<file path="src/firc_pkg.sv">
// Shared types and constants for the FIR impulse response convolver.
// Used by the channel interfaces, the controller, the datapath and the top level.
// No dependencies.
package firc_pkg;

  // Defaults for the top level parameters.
  localparam int MAX_TAPS_DEF    = 8192;
  localparam int SAMPLE_BITS_DEF = 24;

  // Fixed field widths.
  localparam int COEF_INDEX_BITS = 13;
  localparam int TAP_COUNT_BITS  = 14;
  localparam int GAIN_BITS       = 16;
  localparam int GAIN_FRAC       = 15;
  localparam int CFG_INDEX_BITS  = 8;
  localparam int CFG_DATA_BITS   = 16;

  // Accumulator and gain scaling widths.
  localparam int ACC_BITS  = 64;
  localparam int HALF_BITS = ACC_BITS / 2;
  localparam int PART_BITS = HALF_BITS + GAIN_BITS;
  localparam int SCL_BITS  = ACC_BITS + GAIN_BITS;

  // Register indexes on the configuration channel.
  localparam logic [CFG_INDEX_BITS-1:0] REG_TAP_COUNT = CFG_INDEX_BITS'(0);
  localparam logic [CFG_INDEX_BITS-1:0] REG_GAIN      = CFG_INDEX_BITS'(1);

  localparam logic [TAP_COUNT_BITS-1:0] TAP_COUNT_RESET = TAP_COUNT_BITS'(1);
  localparam logic [GAIN_BITS-1:0]      GAIN_RESET      = GAIN_BITS'(4125);

  // Operation codes of an input item.
  localparam logic OP_COEF   = 1'b0;
  localparam logic OP_SAMPLE = 1'b1;

  // Controller to datapath commands.
  typedef struct packed {
    logic clr;       // write zero to both stores at the sweep address
    logic coef_wr;   // write one coefficient
    logic start;     // take a sample, set up the tap walk
    logic issue;     // read one tap pair
    logic mag;       // take the magnitude of the sum
    logic mul_lo;    // low half of the gain product
    logic mul_hi;    // high half of the gain product
    logic load_out;  // round, saturate and load the output register
  } firc_cmd_t;

  // Datapath to controller status.
  typedef struct packed {
    logic clr_last;
    logic last_tap;
    logic pipe_empty;
    logic taps_zero;
    logic out_free;
  } firc_sts_t;

endpackage

</file>
<file path="src/firc_ctrl.sv">
// Sequencer of the convolver: clearing sweep, tap walk, gain scaling, output.
// Depends on firc_pkg; drives firc_dp through firc_cmd_t.
module firc_ctrl (
  input  logic                clk,
  input  logic                rst,
  input  logic                item_valid,
  input  logic                item_operation,
  output logic                item_ready,
  input  firc_pkg::firc_sts_t sts,
  output firc_pkg::firc_cmd_t cmd
);
  import firc_pkg::*;

  localparam logic [2:0] S_CLEAR  = 3'd0;
  localparam logic [2:0] S_IDLE   = 3'd1;
  localparam logic [2:0] S_MAC    = 3'd2;
  localparam logic [2:0] S_DRAIN  = 3'd3;
  localparam logic [2:0] S_MAG    = 3'd4;
  localparam logic [2:0] S_MUL_LO = 3'd5;
  localparam logic [2:0] S_MUL_HI = 3'd6;
  localparam logic [2:0] S_OUT    = 3'd7;

  logic [2:0] state;
  logic [2:0] state_next;

  always_ff @(posedge clk) begin
    if (rst) begin
      state <= S_CLEAR;
    end else begin
      state <= state_next;
    end
  end

  always_comb begin
    state_next = state;
    cmd        = '0;
    item_ready = 1'b0;
    unique case (state)
      S_CLEAR: begin
        cmd.clr = 1'b1;
        if (sts.clr_last) begin
          state_next = S_IDLE;
        end
      end
      S_IDLE: begin
        item_ready = 1'b1;
        if (item_valid) begin
          if (item_operation == OP_SAMPLE) begin
            cmd.start  = 1'b1;
            state_next = sts.taps_zero ? S_DRAIN : S_MAC;
          end else begin
            cmd.coef_wr = 1'b1;
          end
        end
      end
      S_MAC: begin
        cmd.issue = 1'b1;
        if (sts.last_tap) begin
          state_next = S_DRAIN;
        end
      end
      S_DRAIN: begin
        if (sts.pipe_empty) begin
          state_next = S_MAG;
        end
      end
      S_MAG: begin
        cmd.mag    = 1'b1;
        state_next = S_MUL_LO;
      end
      S_MUL_LO: begin
        cmd.mul_lo = 1'b1;
        state_next = S_MUL_HI;
      end
      S_MUL_HI: begin
        cmd.mul_hi = 1'b1;
        state_next = S_OUT;
      end
      S_OUT: begin
        // Wait here only while the previous result has not been taken.
        if (sts.out_free) begin
          cmd.load_out = 1'b1;
          state_next   = S_IDLE;
        end
      end
      default: begin
        state_next = S_CLEAR;
      end
    endcase
  end

  // A new item must never meet taps still in flight.
  a_idle_pipe_empty: assert property (@(posedge clk) disable iff (rst)
    (state == S_IDLE) |-> sts.pipe_empty)
    else $error("item accepted with the tap pipeline busy");

  // The tap walk only starts when there is at least one tap.
  a_start_taps: assert property (@(posedge clk) disable iff (rst)
    (cmd.start && !sts.taps_zero) |=> (state == S_MAC))
    else $error("tap walk did not start");

  // The output step always follows the high gain product.
  a_mul_order: assert property (@(posedge clk) disable iff (rst)
    cmd.mul_hi |=> (state == S_OUT))
    else $error("scaling sequence out of order");

endmodule

</file>
<file path="config.mk">
export PLATFORM = sky130hd
export DESIGN_NAME = firc_ctrl
export DESIGN_NICKNAME = d
export VERILOG_FILES = /design/src/firc_pkg.sv /design/src/firc_ctrl.sv
export SDC_FILE = /design/constraint.sdc
export NUM_CORES = 1
export LEC_CHECK = 0
export BUFFER_PORTS_ARGS = -buffer_cell sky130_fd_sc_hd__buf_2
export CORE_AREA = 8 8 45 47
export DETAILED_ROUTE_END_ITERATION = 8
export DIE_AREA = 0 0 53 55
export GPL_ROUTABILITY_DRIVEN = 0
export PLACE_DENSITY = 0.55
export SETUP_SLACK_MARGIN = 0.1
export SYNTH_ARGS = -nofsm -noshare
export SYNTH_HDL_FRONTEND = slang
export SYNTH_SLANG_ARGS = --single-unit
</file>
<file path="constraint.sdc">
create_clock -name clk -period 2 [get_ports clk]
set_input_delay 0.4 -clock clk [delete_from_list [all_inputs] [get_ports clk]]
set_output_delay 0.4 -clock clk [all_outputs]
set_load 0.005 [all_outputs]
</file>
==> flow_summary.json, run 1 <==
{
  "clk_path_buf_depth": 2,
  "track_usage_pct": 6.22,
  "fmax_mhz": 576,
  "multi_input_area_sq_um": 186,
  "clock-sinks": 3,
  "final_util_pct": 27.8,
  "synthTopCellsByArea": "dfxtp_1, buf_6, nor3b_1",
  "final.min_clock_period_ns": 1.73,
  "io_pins": 18,
  "drcViolationCount": 0,
  "crit_path_max_fanout": 14,
  "synth_mux_area_share_pct": 0,
  "reg2regPathDepth": 3,
  "setup_viol": 0,
  "hold_slack_ns": 0.343,
  "grt.overflow.total": 0,
  "clkPwrFrac_pct": 42.3,
  "ctsRootBufferMaster": "clkbuf_4",
  "totalWireLength_um": 783,
  "combPwrFrac_pct": 24.9,
  "reg2reg_from": "state[0]",
  "synth_fa_ha_area_share_pct": 0,
  "antenna_found_initial": 0,
  "area_growth_pct": 36.3,
  "layout_common_cells": "buf_2, nand2_1",
  "io_buffers": 17,
  "nFillCells": 159,
  "synthDistinctLibCells": 21,
  "worstPathRequired_ns": 1.60,
  "vdd_drop_max_mv": 0.127,
  "clk_latency_ns": 0.23,
  "htree_levels": 1,
  "arrival_ns": 1.33,
  "largest_register": "state",
  "grt_first_pass_wirelength_um": 1340,
  "final_common_cell": "buf_2",
  "swShare_pct": 29.2,
  "initial_core_util_pct": 20.4,
  "synth-seq-area-share_pct": 21.2,
  "routed_via_density": 4.51,
  "switchingPower_uw": 73.0,
  "numCtsBuffers": 3,
  "crit_type": "flop to primary output",
  "drtIter0Drc": 9,
  "die-area_sq_um": 2920,
  "yosys.area_share.simple_pct": 45.1,
  "yosys.area.top_type_share_pct": 21.2,
  "die_width_um": 53,
  "slew_violations": 0,
  "min_path_cells": 2,
  "status": "completed",
  "tightest_slew_ns": 0.387,
  "endpoint_kind": "primary output",
  "drtAntennaViolNets": 0,
  "slew_headroom_pct": 73.9,
  "holdBufCountCts": 0,
  "synthesis.area_sq_um": 283,
  "hp-start": "rst",
  "die-height_um": 55,
  "nets": 64,
  "rows": 14,
  "largest_register_ffs": 3,
  "r2r_slack_ns": 0.62,
  "min_to": "state[2]",
  "total_leakage_power_nw": 0.176,
  "finalHoldViolCount": 0,
  "fin_crit_sh_pct": 86.7,
  "synth_largest_area_cell": "dfxtp_1",
  "finalClockSkew_ns": 0.00380,
  "clkTransAtPathRegs_ns": 0.04,
  "maxCapViolations": 0,
  "core_area_sq_um": 1380,
  "drt-wirelength-per-cell_um": 11.2,
  "grt_max_degree": 15,
  "rsz0062_at_grt": "no",
  "hpwl_um": 611,
  "ys_ff_latch": 3,
  "antenna_cells": 0,
  "hold_class": "input pin to flop",
  "cts_setup_buffers": 0,
  "synth_xor_area_share_pct": 0,
  "yosys_warnings": 0,
  "p_seq_share_pct": 32.8,
  "syn_avg_cell_area_sq_um": 7.85,
  "vias": 316,
  "synth_compound_area_share_pct": 19.0,
  "synth_fp_nets": 45,
  "synthCells": 36,
  "synth_top_family_by_area": "simple AND/OR/NAND/NOR gates",
  "start_kind": "flop",
  "powerDensity_nw_per_um2": 648,
  "drive_above_1_share_pct": 46.3,
  "reg2reg_to": "state[1]",
  "seqCellArea_sq_um": 60.1,
  "reg_top3": "state (3)",
  "first_pass_iters": 4,
  "grt_pass1_vias": 314,
  "cts_tree": "yes",
  "fin_setup_tns_ns": 0,
  "internal-power_uw": 177,
  "cts.repair.resized": 0
}
## worst max-delay path by stage
stage               startpoint     end  slack, ns  cells after the start
floorplan             state[2]  cmd[5]       0.68                      3
global placement      state[0]  cmd[5]       0.47                      3
detailed placement    state[0]  cmd[6]       0.45                      4
CTS                   state[0]  cmd[6]       0.19                      4
global route          state[0]  cmd[6]       0.11                      4
finish                state[0]  cmd[5]       0.27                      3
## layout make-up
cell class,count,area share (%)
clock buffers,4,6.82
inverters,2,1.95
well taps,16,5.19
repair buffers,17,22.1
flip-flops and latches,3,15.6
multi-input cells,28,48.4
## stage by stage
stage	worst slack [ns]	instance area, sq um	power [mW]	instances
floorplan	0.677	283	0.128	36
global placement	0.469	354	0.144	66
detailed placement	0.446	354	0.144	66
CTS	0.186	380	0.256	70
global route	0.113	385	0.273	70
finish	0.265	385	0.250	70
## cells by family (layout without fill, tap and decap cells)
family                 count (synthesis)  in the layout
AOI/OAI and AO/OA                      7              7
and+or+nand+nor                       21             21
buffers and inverters                  5             23
DFF                                    3              3
## cell usage after synthesis
cell type  instances
a21oi_1            2
nand2_1            4
or2_2              1
and3_1             1
nand3_1            1
nor2_1             3
or2_0              1
and2b_2            1
nand2b_1           1
o21ai_0            1
dfxtp_1            3
a311o_1            1
buf_6              3
nor3b_1            4
a22oi_1            1
a31oi_2            1
or4b_1             1
o311ai_0           1
nor3b_2            1
nor3_1             2
inv_1              2
## metal layers
layer  GRT usage, %  vias to the layer above  part of all wire (%)  wire length (um)
li1               -                      166                     -                 -
met5              0                        -                     0                 0
met2           8.98                       11                    48               373
met4           6.47                        0                     0                 0
met3           2.41                        0                    11                84
met1           6.67                      139                    42               325
## power groups by stage
stage	Clock (mW)	Combinational [mW]	Sequential, mW
floorplan	0	0.0570	0.0711
global placement	0	0.0614	0.0826
detailed placement	0	0.0615	0.0825
CTS	0.113	0.0617	0.0815
global route	0.117	0.0713	0.0850
finish	0.106	0.0622	0.0820
## critical path, stage by stage (launching register included)
cell and delay [ns]:
dfxtp_1 0.54, nor3b_2 0.29, and3_1 0.17, buf_2 0.10
Note: power is estimated with default switching activity, not from simulation.
==> run 2: changes to the inputs <==
RECOVER_POWER = 50   (was not set)
==> run 2 against run 1 <==
Net effect: die area unchanged; clock-buffer cell count unchanged; clock skew about the same; maximum frequency decreased by 0.65%; clock power about the same; global-route usage unchanged; hold slack got worse by 0.0012 ns; first-iteration DRC count increased by 78%; power decreased by 0.86%; wire length increased by 1.5%; cell area decreased by 2.3%.
==> flow_summary.json, run 2 (same netlist as run 1, synthesis figures left out) <==
{
  "status": "completed",
  "slowest_delay_ns": 0.55,
  "place_inst": 66,
  "grt_pass1_vias": 314,
  "clock-sinks": 3,
  "stdcell_area_sq_um": 377,
  "ctsRootBufferMaster": "clkbuf_4",
  "crit_type": "flop to primary output",
  "numCtsBuffers": 3,
  "vias": 314,
  "crit_path_max_fanout": 14,
  "cts_tree": "yes",
  "min_to": "state[2]",
  "hold_class": "input pin to flop",
  "drive_above_1_share_pct": 38.9,
  "powerDensity_nw_per_um2": 658,
  "layout.cells.non_filler": 70,
  "clk_latency_ns": 0.23,
  "drt-wirelength-per-cell_um": 11.4,
  "min_path_cells": 2,
  "core_area_sq_um": 1380,
  "die-area_sq_um": 2920,
  "crit_slowest_cell": "dfxtp_1",
  "vdd_drop_max_mv": 0.127,
  "rsz0062_at_grt": "no",
  "antenna_cells": 0,
  "slew_headroom_pct": 74.1,
  "largest_register": "state",
  "antenna_found_initial": 0,
  "die_width_um": 53,
  "reg_top3": "state (3)",
  "reg2regPathDepth": 3,
  "setup_viol": 0,
  "r2r_slack_ns": 0.62,
  "routed_via_density": 4.49,
  "holdBufCountCts": 0,
  "area_growth_pct": 33.2,
  "hp-start": "rst",
  "first_pass_iters": 4,
  "fin_setup_tns_ns": 0,
  "worstPathRequired_ns": 1.60,
  "nets": 64,
  "clk_path_buf_depth": 2,
  "maxCapViolations": 0,
  "totalWireLength_um": 795,
  "grt.overflow.total": 0,
  "arrival_ns": 1.35,
  "htree_levels": 1,
  "clkTransAtPathRegs_ns": 0.04,
  "final_common_cell": "buf_2",
  "io_buffers": 17,
  "io_pins": 18,
  "final.min_clock_period_ns": 1.75,
  "initial_core_util_pct": 20.4,
  "die-height_um": 55,
  "fin_crit_sh_pct": 87.3,
  "grt_max_degree": 15,
  "hpwl_um": 611,
  "drtAntennaViolNets": 0,
  "placed_area_sq_um": 354,
  "start_kind": "flop",
  "tightest_slew_ns": 0.383,
  "grt_first_pass_wirelength_um": 1340,
  "drcViolationCount": 0,
  "finalClockSkew_ns": 0.00345,
  "layout_common_cells": "buf_2, nor3b_1, nand2_1, clkbuf_1",
  "slew_violations": 0,
  "largest_register_ffs": 3,
  "fmax_mhz": 573,
  "reg2reg_from": "state[0]",
  "drtIter0Drc": 16,
  "endpoint_kind": "primary output",
  "finalHoldViolCount": 0,
  "path_cells": "nor3b_2, and3_1, buf_2",
  "total_leakage_power_nw": 0.163,
  "track_usage_pct": 6.22,
  "reg2reg_to": "state[1]",
  "rows": 14
}
==> run 2: cell types whose count changed in the layout (fill, tap and decap cells not counted) <==
cell,before,now
nor3b_1,3,4
buf_2,17,14
clkbuf_1,1,4
nor3b_2,2,1
==> run 2: worst max-delay path by stage <==
| stage | startpoint | endpoint | slack (ns) | depth (start not counted) |
|---|---|---|---|---|
| 6_report | state[0] | cmd[5] | 0.25 | 3 |
| 5_1_grt | state[0] | cmd[6] | 0.11 | 4 |
| 4_1_cts | state[0] | cmd[6] | 0.19 | 4 |
| 3_5_place_dp | state[0] | cmd[6] | 0.45 | 4 |
| 3_3_place_gp | state[0] | cmd[5] | 0.47 | 3 |
| 2_1_floorplan | state[2] | cmd[5] | 0.68 | 3 |
==> run 2: final cells by class <==
class / instances / area (sq um)
sequential: 3 / 60.1
clock buffer: 4 / 26.3
inverter: 2 / 7.51
timing repair buffer: 17 / 81.3
multi-input combinational: 28 / 181
tap: 16 / 20.0
fill: 163 / 1010
==> run 2: critical path, delay by kind of cell (launching register included) <==
family,cells,cell delay [ns]
buffers and inverters,1,0.10
flip-flops,1,0.55
AND/OR/NAND/NOR,2,0.46
==> run 2: where the power goes <==
group	switching (mW)	internal, mW
clock network	0.0307	0.0747
logic	0.0258	0.0340
registers	0.0166	0.0657
total	0.0732	0.174
==> run 2: repair_timing <==
action,4_1_cts,5_1_grt
endpoints found under the setup margin,0,2
setup buffers,0,0
hold endpoints to repair,0,0
resized for setup,0,1
==> run 2: layer usage <==
metal	wire, um	share of wire [%]	GRT usage, %	vias up
met5	0	0	0	-
met4	0	0	6.47	0
met3	93	12	2.41	0
met2	372	47	8.98	15
met1	329	41	6.67	134
li1	-	-	-	165
==> run 2: metrics by stage <==
stage	util, %	setup slack [ns]	hold slack (ns)	power [mW]
global placement	25.6	0.469	0.577	0.144
global route	27.2	0.113	0.335	0.271
finish	27.2	0.254	0.342	0.248
detailed placement	25.6	0.446	0.569	0.144
floorplan	-	0.677	0.469	0.128
CTS	27.5	0.186	0.330	0.256
